$ cat src/hw/rtl/psched_pkg.sv
`timescale 1ns / 1ps
`default_nettype none
// ----------------------------------------------------------------------------
// psched_pkg
// Types and constants shared by the preemptive priority scheduler modules.
// ----------------------------------------------------------------------------
package psched_pkg;

	localparam int IN_DATA_W  = 40;
	localparam int OUT_DATA_W = 56;

	localparam logic CMD_ADMIT = 1'b0;
	localparam logic CMD_TICK  = 1'b1;

	localparam logic [15:0] WAIT_MAX = 16'hFFFF;

	typedef enum logic [1:0] {
		ST_ADMIT  = 2'd0,
		ST_REJECT = 2'd1,
		ST_RAN    = 2'd2,
		ST_IDLE   = 2'd3
	} sched_status_t;

	typedef struct packed {
		logic [15:0] pid;
		logic [15:0] left;
		logic [7:0]  prio;
		logic [15:0] wait_cnt;
	} entry_t;

	typedef struct packed {
		sched_status_t status;
		logic [15:0]   pid;
		logic [15:0]   left;
		logic          finished;
		logic [15:0]   wait_cnt;
		logic          preempted;
	} result_t;

	typedef struct packed {
		logic accept;
		logic dispatch;
		logic pass_start;
		logic scan_run;
		logic pick;
		logic update_run;
		logic commit;
		logic out_load;
	} ctrl_cmd_t;

	typedef struct packed {
		logic is_tick;
		logic empty;
		logic pass_done;
		logic out_free;
	} dp_status_t;

endpackage
`default_nettype wire

$ cat src/hw/rtl/psched_ctrl.sv
`timescale 1ns / 1ps
`default_nettype none
// ----------------------------------------------------------------------------
// psched_ctrl
// Controller state machine: sequences dispatch, scan, pick, update and
// result hand-off for one word at a time.
// ----------------------------------------------------------------------------
module psched_ctrl (
	input  wire logic                   clk,
	input  wire logic                   arst_n,
	input  wire logic                   in_valid,
	output logic                        in_ready,
	input  wire psched_pkg::dp_status_t sts,
	output psched_pkg::ctrl_cmd_t       cmd
);
	import psched_pkg::*;

	typedef enum logic [5:0] {
		S_IDLE     = 6'b000001,
		S_DISPATCH = 6'b000010,
		S_SCAN     = 6'b000100,
		S_PICK     = 6'b001000,
		S_UPDATE   = 6'b010000,
		S_RESP     = 6'b100000
	} state_t;

	state_t state_q;
	state_t state_d;

	assign in_ready = (state_q == S_IDLE);

	always_comb begin
		state_d = state_q;
		cmd     = '0;
		unique case (state_q)
			S_IDLE: begin
				if (in_valid) begin
					cmd.accept = 1'b1;
					state_d    = S_DISPATCH;
				end
			end
			S_DISPATCH: begin
				cmd.dispatch   = 1'b1;
				cmd.pass_start = 1'b1;
				if (sts.is_tick && !sts.empty) begin
					state_d = S_SCAN;
				end else begin
					state_d = S_RESP;
				end
			end
			S_SCAN: begin
				cmd.scan_run = 1'b1;
				if (sts.pass_done) begin
					state_d = S_PICK;
				end
			end
			S_PICK: begin
				cmd.pick       = 1'b1;
				cmd.pass_start = 1'b1;
				state_d        = S_UPDATE;
			end
			S_UPDATE: begin
				cmd.update_run = 1'b1;
				if (sts.pass_done) begin
					cmd.commit = 1'b1;
					state_d    = S_RESP;
				end
			end
			S_RESP: begin
				if (sts.out_free) begin
					cmd.out_load = 1'b1;
					state_d      = S_IDLE;
				end
			end
			default: state_d = S_IDLE;
		endcase
	end

	always_ff @(posedge clk or negedge arst_n) begin
		if (!arst_n) begin
			state_q <= S_IDLE;
		end else begin
			state_q <= state_d;
		end
	end

endmodule
`default_nettype wire

$ cat src/hw/rtl/psched_dp.sv
`timescale 1ns / 1ps
`default_nettype none
// ----------------------------------------------------------------------------
// psched_dp
// Datapath: job table memory, scan pointer, selection registers, running
// job state and the output register.
// ----------------------------------------------------------------------------
module psched_dp #(
	parameter int TABLE_SLOTS = 16
) (
	input  wire logic                                clk,
	input  wire logic                                arst_n,
	input  wire psched_pkg::ctrl_cmd_t               cmd,
	output psched_pkg::dp_status_t                   sts,
	input  wire logic                                in_user,
	input  wire logic [psched_pkg::IN_DATA_W-1:0]    in_data,
	output logic                                     out_valid,
	input  wire logic                                out_ready,
	output logic [psched_pkg::OUT_DATA_W-1:0]        out_data,
	output logic [1:0]                               out_user
);
	import psched_pkg::*;

	localparam int CW = $clog2(TABLE_SLOTS + 1);
	localparam int IW = $clog2(TABLE_SLOTS);
	localparam logic [CW-1:0] SLOTS_C = CW'(TABLE_SLOTS);

	entry_t mem [TABLE_SLOTS];

	logic        cmd_q;
	logic [15:0] in_pid_q;
	logic [15:0] in_burst_q;
	logic [7:0]  in_prio_q;

	logic [CW-1:0] count_q;
	logic [CW-1:0] rd_ptr_q;
	logic          vld_s1;
	logic [IW-1:0] idx_s1;
	entry_t        rd_s1;

	logic          found_q;
	entry_t        fnd_q;
	logic [IW-1:0] fnd_idx_q;
	entry_t        best_q;
	logic [IW-1:0] best_idx_q;

	logic          run_active_q;
	logic [15:0]   run_id_q;
	logic [IW-1:0] sel_idx_q;
	logic [15:0]   sel_left_q;
	logic          done_q;

	result_t res_q;
	result_t out_q;
	logic    out_valid_q;

	logic          pass_run;
	logic          rd_issue;
	logic          full;
	logic          preempt_c;
	entry_t        sel_c;
	logic [IW-1:0] sel_idx_c;
	logic          done_c;
	logic [15:0]   new_left_c;
	logic          we;
	logic [IW-1:0] waddr;
	entry_t        wdata;

	assign pass_run = cmd.scan_run || cmd.update_run;
	assign rd_issue = pass_run && (rd_ptr_q < count_q);
	assign full     = (count_q == SLOTS_C);

	assign sts.is_tick   = (cmd_q == CMD_TICK);
	assign sts.empty     = (count_q == '0);
	assign sts.pass_done = (rd_ptr_q == count_q) && !vld_s1;
	assign sts.out_free  = !out_valid_q || out_ready;

	// input word latch
	always_ff @(posedge clk) begin
		if (cmd.accept) begin
			cmd_q      <= in_user;
			in_pid_q   <= in_data[15:0];
			in_burst_q <= in_data[31:16];
			in_prio_q  <= in_data[39:32];
		end
	end

	// pick the served job from the scan results
	always_comb begin
		preempt_c = 1'b0;
		sel_c     = best_q;
		sel_idx_c = best_idx_q;
		priority if (found_q && (best_q.prio < fnd_q.prio)) begin
			preempt_c = 1'b1;
		end else if (found_q) begin
			sel_c     = fnd_q;
			sel_idx_c = fnd_idx_q;
		end
		done_c     = (sel_c.left <= 16'd1);
		new_left_c = done_c ? 16'd0 : (sel_c.left - 16'd1);
	end

	// memory write port
	always_comb begin
		we    = 1'b0;
		waddr = rd_s1.pid[IW-1:0];
		wdata = rd_s1;
		if (cmd.dispatch && !sts.is_tick && !full) begin
			we             = 1'b1;
			waddr          = count_q[IW-1:0];
			wdata.pid      = in_pid_q;
			wdata.left     = in_burst_q;
			wdata.prio     = in_prio_q;
			wdata.wait_cnt = '0;
		end else if (cmd.update_run && vld_s1) begin
			if (idx_s1 == sel_idx_q) begin
				we         = !done_q;
				waddr      = idx_s1;
				wdata.left = sel_left_q;
			end else begin
				we = 1'b1;
				if (done_q && (idx_s1 > sel_idx_q)) begin
					waddr = idx_s1 - IW'(1);
				end else begin
					waddr = idx_s1;
				end
				if (rd_s1.wait_cnt != WAIT_MAX) begin
					wdata.wait_cnt = rd_s1.wait_cnt + 16'd1;
				end
			end
		end
	end

	always_ff @(posedge clk) begin
		if (we) begin
			mem[waddr] <= wdata;
		end
		if (rd_issue) begin
			rd_s1 <= mem[rd_ptr_q[IW-1:0]];
		end
	end

	// scan pointer and read stage
	always_ff @(posedge clk or negedge arst_n) begin
		if (!arst_n) begin
			rd_ptr_q <= '0;
			vld_s1   <= 1'b0;
			idx_s1   <= '0;
		end else if (cmd.pass_start) begin
			rd_ptr_q <= '0;
			vld_s1   <= 1'b0;
		end else if (pass_run) begin
			vld_s1 <= rd_issue;
			if (rd_issue) begin
				idx_s1   <= rd_ptr_q[IW-1:0];
				rd_ptr_q <= rd_ptr_q + CW'(1);
			end
		end
	end

	// running job search and earliest minimum
	always_ff @(posedge clk or negedge arst_n) begin
		if (!arst_n) begin
			found_q <= 1'b0;
		end else if (cmd.pass_start) begin
			found_q <= 1'b0;
		end else if (cmd.scan_run && vld_s1 && run_active_q && !found_q
				&& (rd_s1.pid == run_id_q)) begin
			found_q <= 1'b1;
		end
	end

	always_ff @(posedge clk) begin
		if (cmd.scan_run && vld_s1) begin
			if (run_active_q && !found_q && (rd_s1.pid == run_id_q)) begin
				fnd_q     <= rd_s1;
				fnd_idx_q <= idx_s1;
			end
			if ((idx_s1 == '0) || (rd_s1.prio < best_q.prio)) begin
				best_q     <= rd_s1;
				best_idx_q <= idx_s1;
			end
		end
		if (cmd.pick) begin
			sel_idx_q  <= sel_idx_c;
			sel_left_q <= new_left_c;
		end
	end

	// table count, running job and result
	always_ff @(posedge clk or negedge arst_n) begin
		if (!arst_n) begin
			count_q      <= '0;
			run_active_q <= 1'b0;
			run_id_q     <= '0;
			done_q       <= 1'b0;
			res_q        <= '0;
		end else begin
			if (cmd.dispatch) begin
				if (!sts.is_tick) begin
					res_q <= '{status: (full ? ST_REJECT : ST_ADMIT), pid: in_pid_q,
						default: '0};
					if (!full) begin
						count_q <= count_q + CW'(1);
					end
				end else if (sts.empty) begin
					res_q        <= '{status: ST_IDLE, default: '0};
					run_active_q <= 1'b0;
				end else begin
					res_q <= '0;
				end
			end
			if (cmd.pick) begin
				run_active_q    <= !done_c;
				run_id_q        <= sel_c.pid;
				done_q          <= done_c;
				res_q.status    <= ST_RAN;
				res_q.pid       <= sel_c.pid;
				res_q.left      <= new_left_c;
				res_q.finished  <= done_c;
				res_q.wait_cnt  <= done_c ? sel_c.wait_cnt : 16'd0;
				res_q.preempted <= preempt_c;
			end
			if (cmd.commit && done_q) begin
				count_q <= count_q - CW'(1);
			end
		end
	end

	// output register
	always_ff @(posedge clk or negedge arst_n) begin
		if (!arst_n) begin
			out_valid_q <= 1'b0;
		end else if (cmd.out_load) begin
			out_valid_q <= 1'b1;
		end else if (out_ready) begin
			out_valid_q <= 1'b0;
		end
	end

	always_ff @(posedge clk) begin
		if (cmd.out_load) begin
			out_q <= res_q;
		end
	end

	assign out_valid = out_valid_q;
	assign out_user  = out_q.status;
	assign out_data  = {6'd0, out_q.preempted, out_q.wait_cnt, out_q.finished,
			out_q.left, out_q.pid};

`ifndef SYNTH
	a_count_bound: assert property (@(posedge clk) disable iff (!arst_n)
		count_q <= SLOTS_C)
		else $error("table count above capacity");

	a_read_in_table: assert property (@(posedge clk) disable iff (!arst_n)
		vld_s1 |-> (CW'(idx_s1) < count_q))
		else $error("read stage beyond table count");

	a_remove_shrinks: assert property (@(posedge clk) disable iff (!arst_n)
		(cmd.commit && done_q) |=> (count_q == $past(count_q) - CW'(1)))
		else $error("finished job not removed");

	a_load_when_free: assert property (@(posedge clk) disable iff (!arst_n)
		cmd.out_load |-> (!out_valid_q || out_ready))
		else $error("result overwrites pending word");
`endif

endmodule
`default_nettype wire

$ cat src/hw/rtl/preemptive_priority_scheduler.sv
`timescale 1ns / 1ps
`default_nettype none
// Admit, reject and idle tick pass through the dispatch and response states into the
// output register. A tick with ready jobs also makes two passes, scan and update, over
// the job table memory, one entry per cycle on its single read port.
// One word is worked on at a time; the next is taken once the result is registered.
// Reset: asynchronous, active low; table empty, no running job, no result pending.
// ----------------------------------------------------------------------------
// preemptive_priority_scheduler
// Preemptive priority scheduler over a table of ready jobs in arrival order.
// ----------------------------------------------------------------------------
module preemptive_priority_scheduler #(
	parameter int TABLE_SLOTS = 16
) (
	input  wire logic                              clk,
	input  wire logic                              arst_n,
	input  wire logic                              s_tvalid,
	output logic                                   s_tready,
	// proc_id, burst_length, priority_level
	input  wire logic [psched_pkg::IN_DATA_W-1:0]  s_tdata,
	// command
	input  wire logic                              s_tuser,
	output logic                                   m_tvalid,
	input  wire logic                              m_tready,
	// run_pid, time_left, finished, wait_total, preempted, zero pad
	output logic [psched_pkg::OUT_DATA_W-1:0]      m_tdata,
	// status
	output logic [1:0]                             m_tuser
);
	import psched_pkg::*;

	ctrl_cmd_t  cmd;
	dp_status_t sts;

	psched_ctrl u_ctrl (
		.clk      (clk),
		.arst_n   (arst_n),
		.in_valid (s_tvalid),
		.in_ready (s_tready),
		.sts      (sts),
		.cmd      (cmd)
	);

	psched_dp #(
		.TABLE_SLOTS (TABLE_SLOTS)
	) u_dp (
		.clk       (clk),
		.arst_n    (arst_n),
		.cmd       (cmd),
		.sts       (sts),
		.in_user   (s_tuser),
		.in_data   (s_tdata),
		.out_valid (m_tvalid),
		.out_ready (m_tready),
		.out_data  (m_tdata),
		.out_user  (m_tuser)
	);

endmodule
`default_nettype wire

$ cat config.mk
export PLATFORM = sky130hd
export DESIGN_NAME = preemptive_priority_scheduler
export DESIGN_NICKNAME = d
export VERILOG_FILES = /design/src/hw/rtl/psched_pkg.sv /design/src/hw/rtl/psched_ctrl.sv /design/src/hw/rtl/psched_dp.sv /design/src/hw/rtl/preemptive_priority_scheduler.sv
export SDC_FILE = /design/constraint.sdc
export NUM_CORES = 1
export LEC_CHECK = 0
export CAP_MARGIN = 0
export CORE_MARGIN = 2
export CORE_UTILIZATION = 35
export DETAILED_ROUTE_END_ITERATION = 10
export DONT_BUFFER_PORTS = 1
export GPL_ROUTABILITY_DRIVEN = 0
export GPL_TIMING_DRIVEN = 0
export PLACE_DENSITY = 0.59
export SLEW_MARGIN = 30
export SYNTH_ARGS = -nofsm -noshare
export SYNTH_HDL_FRONTEND = slang
export SYNTH_HIERARCHICAL = 1
export SYNTH_SLANG_ARGS = --single-unit
$ cat constraint.sdc
create_clock -name clk -period 18.2 [get_ports clk]
set_input_delay 2.73 -clock clk [delete_from_list [all_inputs] [get_ports clk]]
set_output_delay 2.73 -clock clk [all_outputs]
set_load 0.05 [all_outputs]
Yosys cells after proc, flatten, opt, wreduce, memory -nomap -nowiden
Memories as Yosys holds them, arrays and structs flattened. A register that Yosys moved wholly into a read port is not among the register bits.
Cells that the tools add are included.
- add/subtract/negate cells: 6
- bitwise logic cells: 1
- reductions and logical operators: 44
- muxes and demuxes: 63
- equality and inequality tests: 17
- magnitude comparators: 5
- operators with widths (operator ; number):
    52-bit two-way mux ; 4
    16-bit two-way mux ; 10
    56-bit two-way mux ; 2
    6-bit one-hot mux with 6 select lines ; 1
    5-bit two-way mux ; 7
    6-bit two-way mux ; 5
    1-bit two-way mux ; 26
    4-bit two-way mux ; 6
    16-bit by 1-bit adder with 16-bit output (second input constant) ; 1
    16-bit == test ; 1
    16-bit by 1-bit less-or-equal comparator with 1-bit output (second input constant) ; 1
    8-bit less-than comparator ; 2
    16-bit != test (second input constant) ; 1
    2-bit nonzero test ; 8
    16-bit by 1-bit subtractor with 16-bit output (second input constant) ; 1
    1-bit logical AND ; 15
    2-bit != test (second input constant) ; 6
    5-bit by 1-bit adder with 5-bit output (second input constant) ; 2
    3-bit AND reduction ; 3
    1-bit logical NOT ; 8
    8-bit two-way mux ; 1
    6-bit by 1-bit == test with 1-bit output (second input constant) ; 1
    6-bit by 2-bit == test with 1-bit output (second input constant) ; 1
    6-bit by 3-bit == test with 1-bit output (second input constant) ; 1
    18 further kinds ; 22
- output and inout port bits: 60
- input port bits: 45
- register bits after elaboration: 326
- memories kept: 1
- memory bits (writable): 896
- memories (memory ; depth ; bits a word ; rd ports ; clocked after memory_dff ; wr ports ; RTL line ; RTL):
    u_dp.mem ; 16 ; 56 ; 1 ; 1 ; 1 ; psched_dp.sv:28 ; entry_t mem [TABLE_SLOTS];

Logic depth before layout (Yosys ltp)
Gate-level depths: netlist (run 1).
- depth in word-level cells: 9
- depth in mapped cells: 16
- gate-level depth less buffers: 14

Cells and area by module
The synthesis (run 1) kept the hierarchy.
- modules (own cells, without submodules) (module ; area each (sq um) ; sequential area each (sq um) ; times used ; cells an instance):
    psched_dp ; 49000.7 ; 37761.2 ; 1 ; 2404
    psched_ctrl ; 397.9 ; 151.4 ; 1 ; 44

Worst setup path before layout (run 1)
No wires, ideal clock.
- path type: flip-flop to flip-flop
- start: register u_ctrl.state_q[1]
- end: register u_dp.fnd_idx_q[0] (enable)
- path buffers: 0
- data required time: 17.571 ns
- data arrival time: 7.587 ns
- slack: 9.983 ns
- stages on the path, launching flop included: 8
- setup time: 0.629 ns
- clock period less this slack: 8.217 ns
- cells stage by stage: dfrtp_1 or4_4 or3b_4 inv_1 nand2_1 nor4b_1 nand4_1 nor4_1
- RTL lines (item ; RTL line ; RTL):
    start: declaration ; psched_ctrl.sv:27 ; state_t state_q;
    start signal: assignment ; psched_ctrl.sv:83 ; state_q <= state_d;
    end signal: assignment ; psched_dp.sv:177 ; fnd_idx_q <= idx_s1;
    end: declaration ; psched_dp.sv:43 ; logic [IW-1:0] fnd_idx_q;

==> results.txt, run 1 <==
----------------------------------------------------
[Outcome]
  Outcome ... finished clean

[Routing]
  DRC marker count from the first detailed-route iteration ... 2833
  Mean routed wirelength per cell ... 26.68 um
  Final antenna-violating net count ... 0
  Post-detailed-route DRC marker count ... 0
  Initial DRT Pass Iterations ... 6
  Overall routed net length ... 125700 um
  Routed vias/inst ... 5.277
  DR vias ... 24863

[Timing]
  Min Clock Period, post-route ... 5.358 ns
  Max frequency ... between 0.15 and 0.2 GHz
  RSZ-0062 raised after global routing ... no
  Worst slew slack as a fraction of its limit ... 0.2969
  Hold Slack ... 0.4487 ns
  Final-report max-slew violation count ... 0
  Setup Skew ... 0.02824 ns
  Hold violation total from the final report ... 0
  Slew at the pin closest to its max-slew limit ... ~1.1 ns
  Sum Neg Setup Slack ... 0 ns
  Crit share post-route ... 0.2944
  Number of failing setup endpoints in the final timing report ... 0

[Clock network]
  Cells resized by post-CTS repair ... 0
  Number of buffers added by the clock tree synthesis step ... 120
  CTS Root Buffer Type ... sky130_fd_sc_hd__clkbuf_16
  Setup bufs post-CTS ... 0
  Number of clock sinks seen by CTS ... roughly 1300
  H-tree depth reported by CTS ... 3
  Maximum buffer depth of the clock tree ... 3
  Clk pin slew, worst setup/hold paths ... 0.07 ns
  Later-pin clock latency in the skew report ... ~0.75 ns
  CTS hold repair buffers ... 0
  TritonCTS clock tree ... yes

[Synth]
  Per-instance average area after synthesis ... 20.18 um^2
  Number of different library cells in the post-synthesis netlist ... 71
  Cells after Synth ... around 2400
  Top_reg_cell synth ... sky130_fd_sc_hd__edfxtp_1
  Summed instance area of the synthesized netlist ... slightly below 50000 um^2
  Async set or reset register ratio after synthesis ... 0.07277
  Seq cells post-synth ... 1278
  Number of warnings issued by yosys ... 6
  Number of enable-type register cells in the synthesized netlist ... 1185
  Share of synthesized area occupied by flip-flops and latches ... 0.7675

[Worst setup path]
  Reg-to-reg slack, setup ... approximately 13 ns
  Kind of end point of the critical path ... flop
  Crit path launch type ... flop
  Critical path class ... reg2reg
  Worst path arrival time ... 5.80 ns
  Largest fanout on the critical path ... 12
  Data required, critical path ... 18.65 ns

[Power and ir drop]
  Worst vdd ir ... about 0.078 mV
  Switching Power ... 0.001784 W
  Comb power frac ... 0.133
  Pint ... 0.005275 W
  Part of the total power dissipated in sequential elements ... 0.507
  Power consumption ... around 0.0071 W
  Sw frac ... 0.2527
  Leakage component of the power ... 18.89 nW
  Clock network fraction of total power ... 0.361
  Power per unit of standard cell area ... around 120 nW/um^2

[Floorplanning]
  Die boundary height ... between 300 and 400 um
  Initial core utilization ... 0.3532
  Rows ... 137
  Floorplan core area ... 139900 um^2
  IO Count ... 105
  Overall die area ... between 100000 and 150000 um^2
  Horizontal die dimension ... ~380 um

[Global routing]
  Met1 Use GR ... 0.2148
  Maximum number of pins on one net before global-route repair ... between 90 and 100
  Antenna violations before repair ... 8
  Number of global-route vias before repair ... 25595
  Most Crowded Layer GR ... met2
  Met3 global-route usage ... 0.03215
  Overall global routing resource usage ... 0.1728
  GRT met2 Usage ... 0.3038
  Wire length of the first global-routing pass ... 180800 um
  GRT Residual Overflow ... 0

[Finish]
  Share of post-route cells with drive strength above 1 ... 0.2645
  Post-Route Utilization ... 0.4137
  Layout net count ... 2807
  Commonest non-fill, non-tap cell in the layout ... sky130_fd_sc_hd__edfxtp_1
  N_diodes ... 0
  Leading cell types in the layout, fill and taps excluded ... 1185 x sky130_fd_sc_hd__edfxtp_1, 280 x sky130_fd_sc_hd__mux4_2, 196 x sky130_fd_sc_hd__nand2_1
  Final-layout fill cell count ... 12214
  P&R area growth vs syn ... 17.14%

[Min path]
  Path category of the worst min-delay check ... reg2reg

[Place]
  Half-perimeter wire length after detailed placement ... 87800 um
  Port Buf Inserts ... 0

[Flow run]
  Max-cap viol count ... 0

----------------------------------------------------
[metrics by stage]
step / area [um^2] / instances / setup slack (ns)
3_5_place_dp: 53780 / 4483 / 12.85
3_3_place_gp: 51760 / 4329 / 4.525
2_1_floorplan: 49420 / 2453 / 9.983
4_1_cts: 57790 / 4712 / 12.81
6_report: 57870 / 4712 / 12.84
5_1_grt: 57870 / 4712 / 12.53
[cell type report]
type                    instances  area [um^2]  share of cell area
flip-flops and latches       1278        37910              0.6552
inverters                      38        142.6            0.002465
clock buffers                 148         3208             0.05544
plain buffers                 113        519.2            0.008973
repair buffers                154         1838             0.03176
well taps                    1876         2347             0.04056
multi-input cells            1024        11090              0.1917
clock inverters                81        804.5             0.01390
[power groups by stage]
| stage | combinational (W) | sequential (W) | clock [W] |
|---|---|---|---|
| floorplan | 0.000612 | 0.00360 | 0 |
| global placement | 0.000876 | 0.00365 | 0 |
| detailed placement | 0.000939 | 0.00364 | 0 |
| CTS | 0.000942 | 0.00358 | 0.00259 |
| global route | 0.00100 | 0.00359 | 0.00270 |
| finish | 0.000937 | 0.00358 | 0.00255 |
[sequential cells by signal, indices dropped and copies added, names as in the netlist, 50 cells and up]
name / flops
u_dp/best_q: 56
u_dp/mem: 896
u_dp/res_q: 52
u_dp/rd_s1: 56
u_dp/fnd_q: 56
u_dp/out_data: 50
[synth_stat cells (13+ instances only)]
master                     count  area [um^2]
sky130_fd_sc_hd__o21ai_0      67        335.3
sky130_fd_sc_hd__buf_1        34        127.6
sky130_fd_sc_hd__a31oi_1      38        237.7
sky130_fd_sc_hd__nand2_1     196        735.7
sky130_fd_sc_hd__clkbuf_1     57        214.0
sky130_fd_sc_hd__a21oi_1      19        95.09
sky130_fd_sc_hd__nor2_1       89        334.1
sky130_fd_sc_hd__mux2i_1      44        440.4
sky130_fd_sc_hd__inv_1        37        138.9
sky130_fd_sc_hd__mux4_2      280         6306
sky130_fd_sc_hd__nor4_1       14        87.58
sky130_fd_sc_hd__edfxtp_1   1185        35580
sky130_fd_sc_hd__ha_1         32        400.4
sky130_fd_sc_hd__nor3_1       25        125.1
sky130_fd_sc_hd__dfrtp_1      92         2302
sky130_fd_sc_hd__xnor2_1      23        201.4
sky130_fd_sc_hd__a221oi_1     16        140.1
sky130_fd_sc_hd__nor2b_1      13        81.33
sky130_fd_sc_hd__xor2_1       37        324.1
[worst max-delay path: stages, from the launching register on]
cell and delay, ns:
sky130_fd_sc_hd__dfrtp_1 0.36, sky130_fd_sc_hd__clkbuf_2 0.16, sky130_fd_sc_hd__nor4_1 0.64, sky130_fd_sc_hd__nand2_1 0.24, sky130_fd_sc_hd__inv_1 0.20, sky130_fd_sc_hd__nor2b_1 0.21
sky130_fd_sc_hd__clkbuf_1 0.53, sky130_fd_sc_hd__o21ai_1 0.23, sky130_fd_sc_hd__buf_2 0.31, sky130_fd_sc_hd__o21ai_0 0.12, sky130_fd_sc_hd__a31oi_1 0.10, sky130_fd_sc_hd__a211oi_1 0.53
sky130_fd_sc_hd__nor2b_4 0.64, sky130_fd_sc_hd__buf_16 0.25, sky130_fd_sc_hd__buf_16 0.18, sky130_fd_sc_hd__buf_16 0.17, sky130_fd_sc_hd__buf_8 0.16
[per-layer routing]
| metal | up-vias | routed length (um) |
|---|---|---|
| li1 | 10479 | - |
| met5 | - | 100 |
| met2 | 994 | 65140 |
| met1 | 13177 | 48960 |
| met4 | 14 | 3417 |
| met3 | 199 | 8082 |
[final timing paths]
kind,startpoint,to,cells after the start
max in group asynchronous,arst_n,u_dp/res_q[18],0
worst max register to register,u_ctrl/state_q[2],u_dp/mem[8][9],16
worst max-delay path,u_ctrl/state_q[2],u_dp/mem[8][9],16
min in group asynchronous,arst_n,u_dp/res_q[7],0
worst min register to register,u_dp/res_q[28],u_dp/out_data[26],0
worst min-delay path,u_dp/res_q[28],u_dp/out_data[26],0
[cell families (layout without fill, tap and decap cells)]
| logic type | Yosys count | in the layout | share of synthesized area |
|---|---|---|---|
| AOI/OAI and AO/OA | 178 | 178 | 0.02328 |
| xor gates and xnor gates | 60 | 60 | 0.01064 |
| adders and majority gates | 33 | 33 | 0.008510 |
| buffers and inverters | 151 | 534 | 0.01256 |
| DFF | 1278 | 1278 | 0.7675 |
| muxes | 331 | 331 | 0.1382 |
| other | 1 | 6 | 0.00007591 |
| and+or+nand+nor | 416 | 416 | 0.03921 |
Power figures use the tool's default switching activity.
==> run 2: changes to the inputs <==
- clock period: 18.2 -> 5.55 ns (I/O delays scaled with it)
==> results.txt, run 2 (synthesis results as in run 1) <==
----------------------------------------------------
[Place]
  Half-perimeter wire length after detailed placement ... 86740 um
  Placed insts ... 4459
  Port Buf Inserts ... 0
  Minimum setup slack after placement ... 0.2702 ns

[Timing]
  Worst slew slack as a fraction of its limit ... 0.2784
  Final worst setup slack ... 0.3285 ns
  Crit share post-route ... 0.9408
  Hold violation total from the final report ... 0
  Final-report max-slew violation count ... 0
  Setup Skew ... 0.03200 ns
  RSZ-0062 raised after global routing ... no
  Number of failing setup endpoints in the final timing report ... 0
  Max frequency ... between 0.15 and 0.2 GHz
  Min Clock Period, post-route ... around 5.2 ns
  Slew at the pin closest to its max-slew limit ... 1.077 ns

[Global routing]
  Maximum number of pins on one net before global-route repair ... 94
  Overall global routing resource usage ... 0.1733
  Number of global-route vias before repair ... 25542
  Antenna violations before repair ... 9
  Wire length of the first global-routing pass ... around 180000 um
  GRT Residual Overflow ... 0

[Clock network]
  Number of buffers added by the clock tree synthesis step ... between 100 and 150
  CTS Root Buffer Type ... sky130_fd_sc_hd__clkbuf_16
  Clk pin slew, worst setup/hold paths ... 0.06 ns
  Maximum buffer depth of the clock tree ... 3
  Later-pin clock latency in the skew report ... 0.74 ns
  Number of clock sinks seen by CTS ... 1278
  H-tree depth reported by CTS ... 3
  TritonCTS clock tree ... yes

[Power and ir drop]
  Worst vdd ir ... 0.3305 mV
  Power per unit of standard cell area ... 397.7 nW/um^2
  Leakage component of the power ... 18.79 nW

[Flow run]
  Max-cap viol count ... 0

[Routing]
  DR vias ... 25100
  DRC marker count from the first detailed-route iteration ... 3181
  Post-detailed-route DRC marker count ... 0
  Final antenna-violating net count ... 0
  Overall routed net length ... 126500 um
  Routed vias/inst ... 5.354
  Initial DRT Pass Iterations ... 8
  Mean routed wirelength per cell ... 26.98 um

[Worst setup path]
  Critical path class ... reg2reg
  Largest fanout on the critical path ... 10
  Kind of end point of the critical path ... flop
  Crit path launch type ... flop
  Worst path arrival time ... between 5 and 6 ns
  Data required, critical path ... 6.16 ns

[Finish]
  Final-layout fill cell count ... roughly 12000
  Share of post-route cells with drive strength above 1 ... 0.2532
  Layout net count ... 2786
  Commonest non-fill, non-tap cell in the layout ... sky130_fd_sc_hd__edfxtp_1
  Post-route non-filler standard cell count ... 4688
  P&R area growth vs syn ... 17.20%
  Flip-flop count of the largest register after layout ... roughly 900
  Largest Register ... u_dp/mem
  Leading cell types in the layout, fill and taps excluded ... 1185 x sky130_fd_sc_hd__edfxtp_1, 280 x sky130_fd_sc_hd__mux4_2, 196 x sky130_fd_sc_hd__nand2_1
  N_diodes ... 0

[Floorplanning]
  Rows ... 137
  Floorplan core area ... 139900 um^2
  IO Count ... 105
  Horizontal die dimension ... 379.7 um
  Die boundary height ... 379.7 um
  Overall die area ... 144200 um^2
  Initial core utilization ... 0.3532

[Min path]
  Path category of the worst min-delay check ... in2reg

[Outcome]
  Outcome ... finished clean

----------------------------------------------------
run 2: worst max-delay path: stages, from the launching register on:
cell	delay, ns
sky130_fd_sc_hd__edfxtp_1	0.40
sky130_fd_sc_hd__ha_1	0.29
sky130_fd_sc_hd__a2111o_1	0.41
sky130_fd_sc_hd__a32oi_2	0.71
sky130_fd_sc_hd__buf_2	0.49
sky130_fd_sc_hd__buf_2	0.40
sky130_fd_sc_hd__mux2i_1	0.29
sky130_fd_sc_hd__ha_1	0.30
sky130_fd_sc_hd__or3b_2	0.52
sky130_fd_sc_hd__or2_2	0.28
sky130_fd_sc_hd__buf_2	0.17
sky130_fd_sc_hd__o21ai_0	0.21
sky130_fd_sc_hd__o311a_1	0.21
sky130_fd_sc_hd__a21oi_1	0.09
sky130_fd_sc_hd__a22o_1	0.29
run 2: cell type report:
type                            count  area [um^2]  share of cell area
Sequential cell                  1278        37910              0.6548
Multi-Input combinational cell   1024        11130              0.1923
Timing Repair Buffer              132         1918             0.03313
Inverter                           38        142.6            0.002464
Tap cell                         1876         2347             0.04054
Buffer                            113        516.7            0.008925
Clock buffer                      152         3258             0.05628
Clock inverter                     75        666.9             0.01152
run 2: repair_timing:
item                                    CTS  global route
gates resized for setup                   0             4
hold endpoints to repair                 93             0
endpoints found under the setup margin    0            13
hold buffers                              2             0
buffers inserted                          0             0
run 2: worst paths after layout:
| kind | slack (ns) | to | cells after the start | startpoint |
|---|---|---|---|---|
| max reg2reg | 0.33 | u_dp/res_q[32] | 14 | u_dp/best_q[17] |
| min | 0.18 | u_dp/in_pid_q[15] | 0 | s_tdata[15] |
| max | 0.33 | u_dp/res_q[32] | 14 | u_dp/best_q[17] |
| min in group asynchronous | 0.71 | u_dp/res_q[45] | 2 | arst_n |
| max in group asynchronous | 4.39 | u_dp/res_q[26] | 2 | arst_n |
| min reg2reg | 0.45 | u_dp/out_data[36] | 0 | u_dp/res_q[4] |
run 2: per-layer routing:
metal | track usage | up-vias | wire length (um)
li1 | - | 10447 | -
met1 | 0.2327 | 13391 | 51370
met2 | 0.2947 | 1066 | 63510
met3 | 0.02637 | 182 | 9074
met4 | 0.04549 | 14 | 2453
met5 | 0 | - | 71
run 2: per-stage QoR:
stage | area, um^2 | total power, W | TNS, ns | util | hold slack (ns)
final | 57900 | 0.02302 | 0 | 0.4139 | 0.1848
after global routing | 57900 | 0.02379 | 0 | 0.4139 | 0.1602
after CTS | 57820 | 0.02318 | 0 | 0.4133 | 0.1289
after detailed placement | 53850 | 0.01503 | 0 | 0.3850 | 0.4327
after global placement | 51800 | 0.01482 | -4636.30 | 0.3703 | 0.4372
after floorplan | 49450 | 0.01381 | -297.36 | - | 0.4248
run 2: power breakdown:
group	internal (W)	switching, W	total [W]
clock	0.00462	0.00354	0.00816
sequential	0.0113	0.000394	0.0117
combinational	0.00120	0.00192	0.00313
total	0.0172	0.00586	0.0230
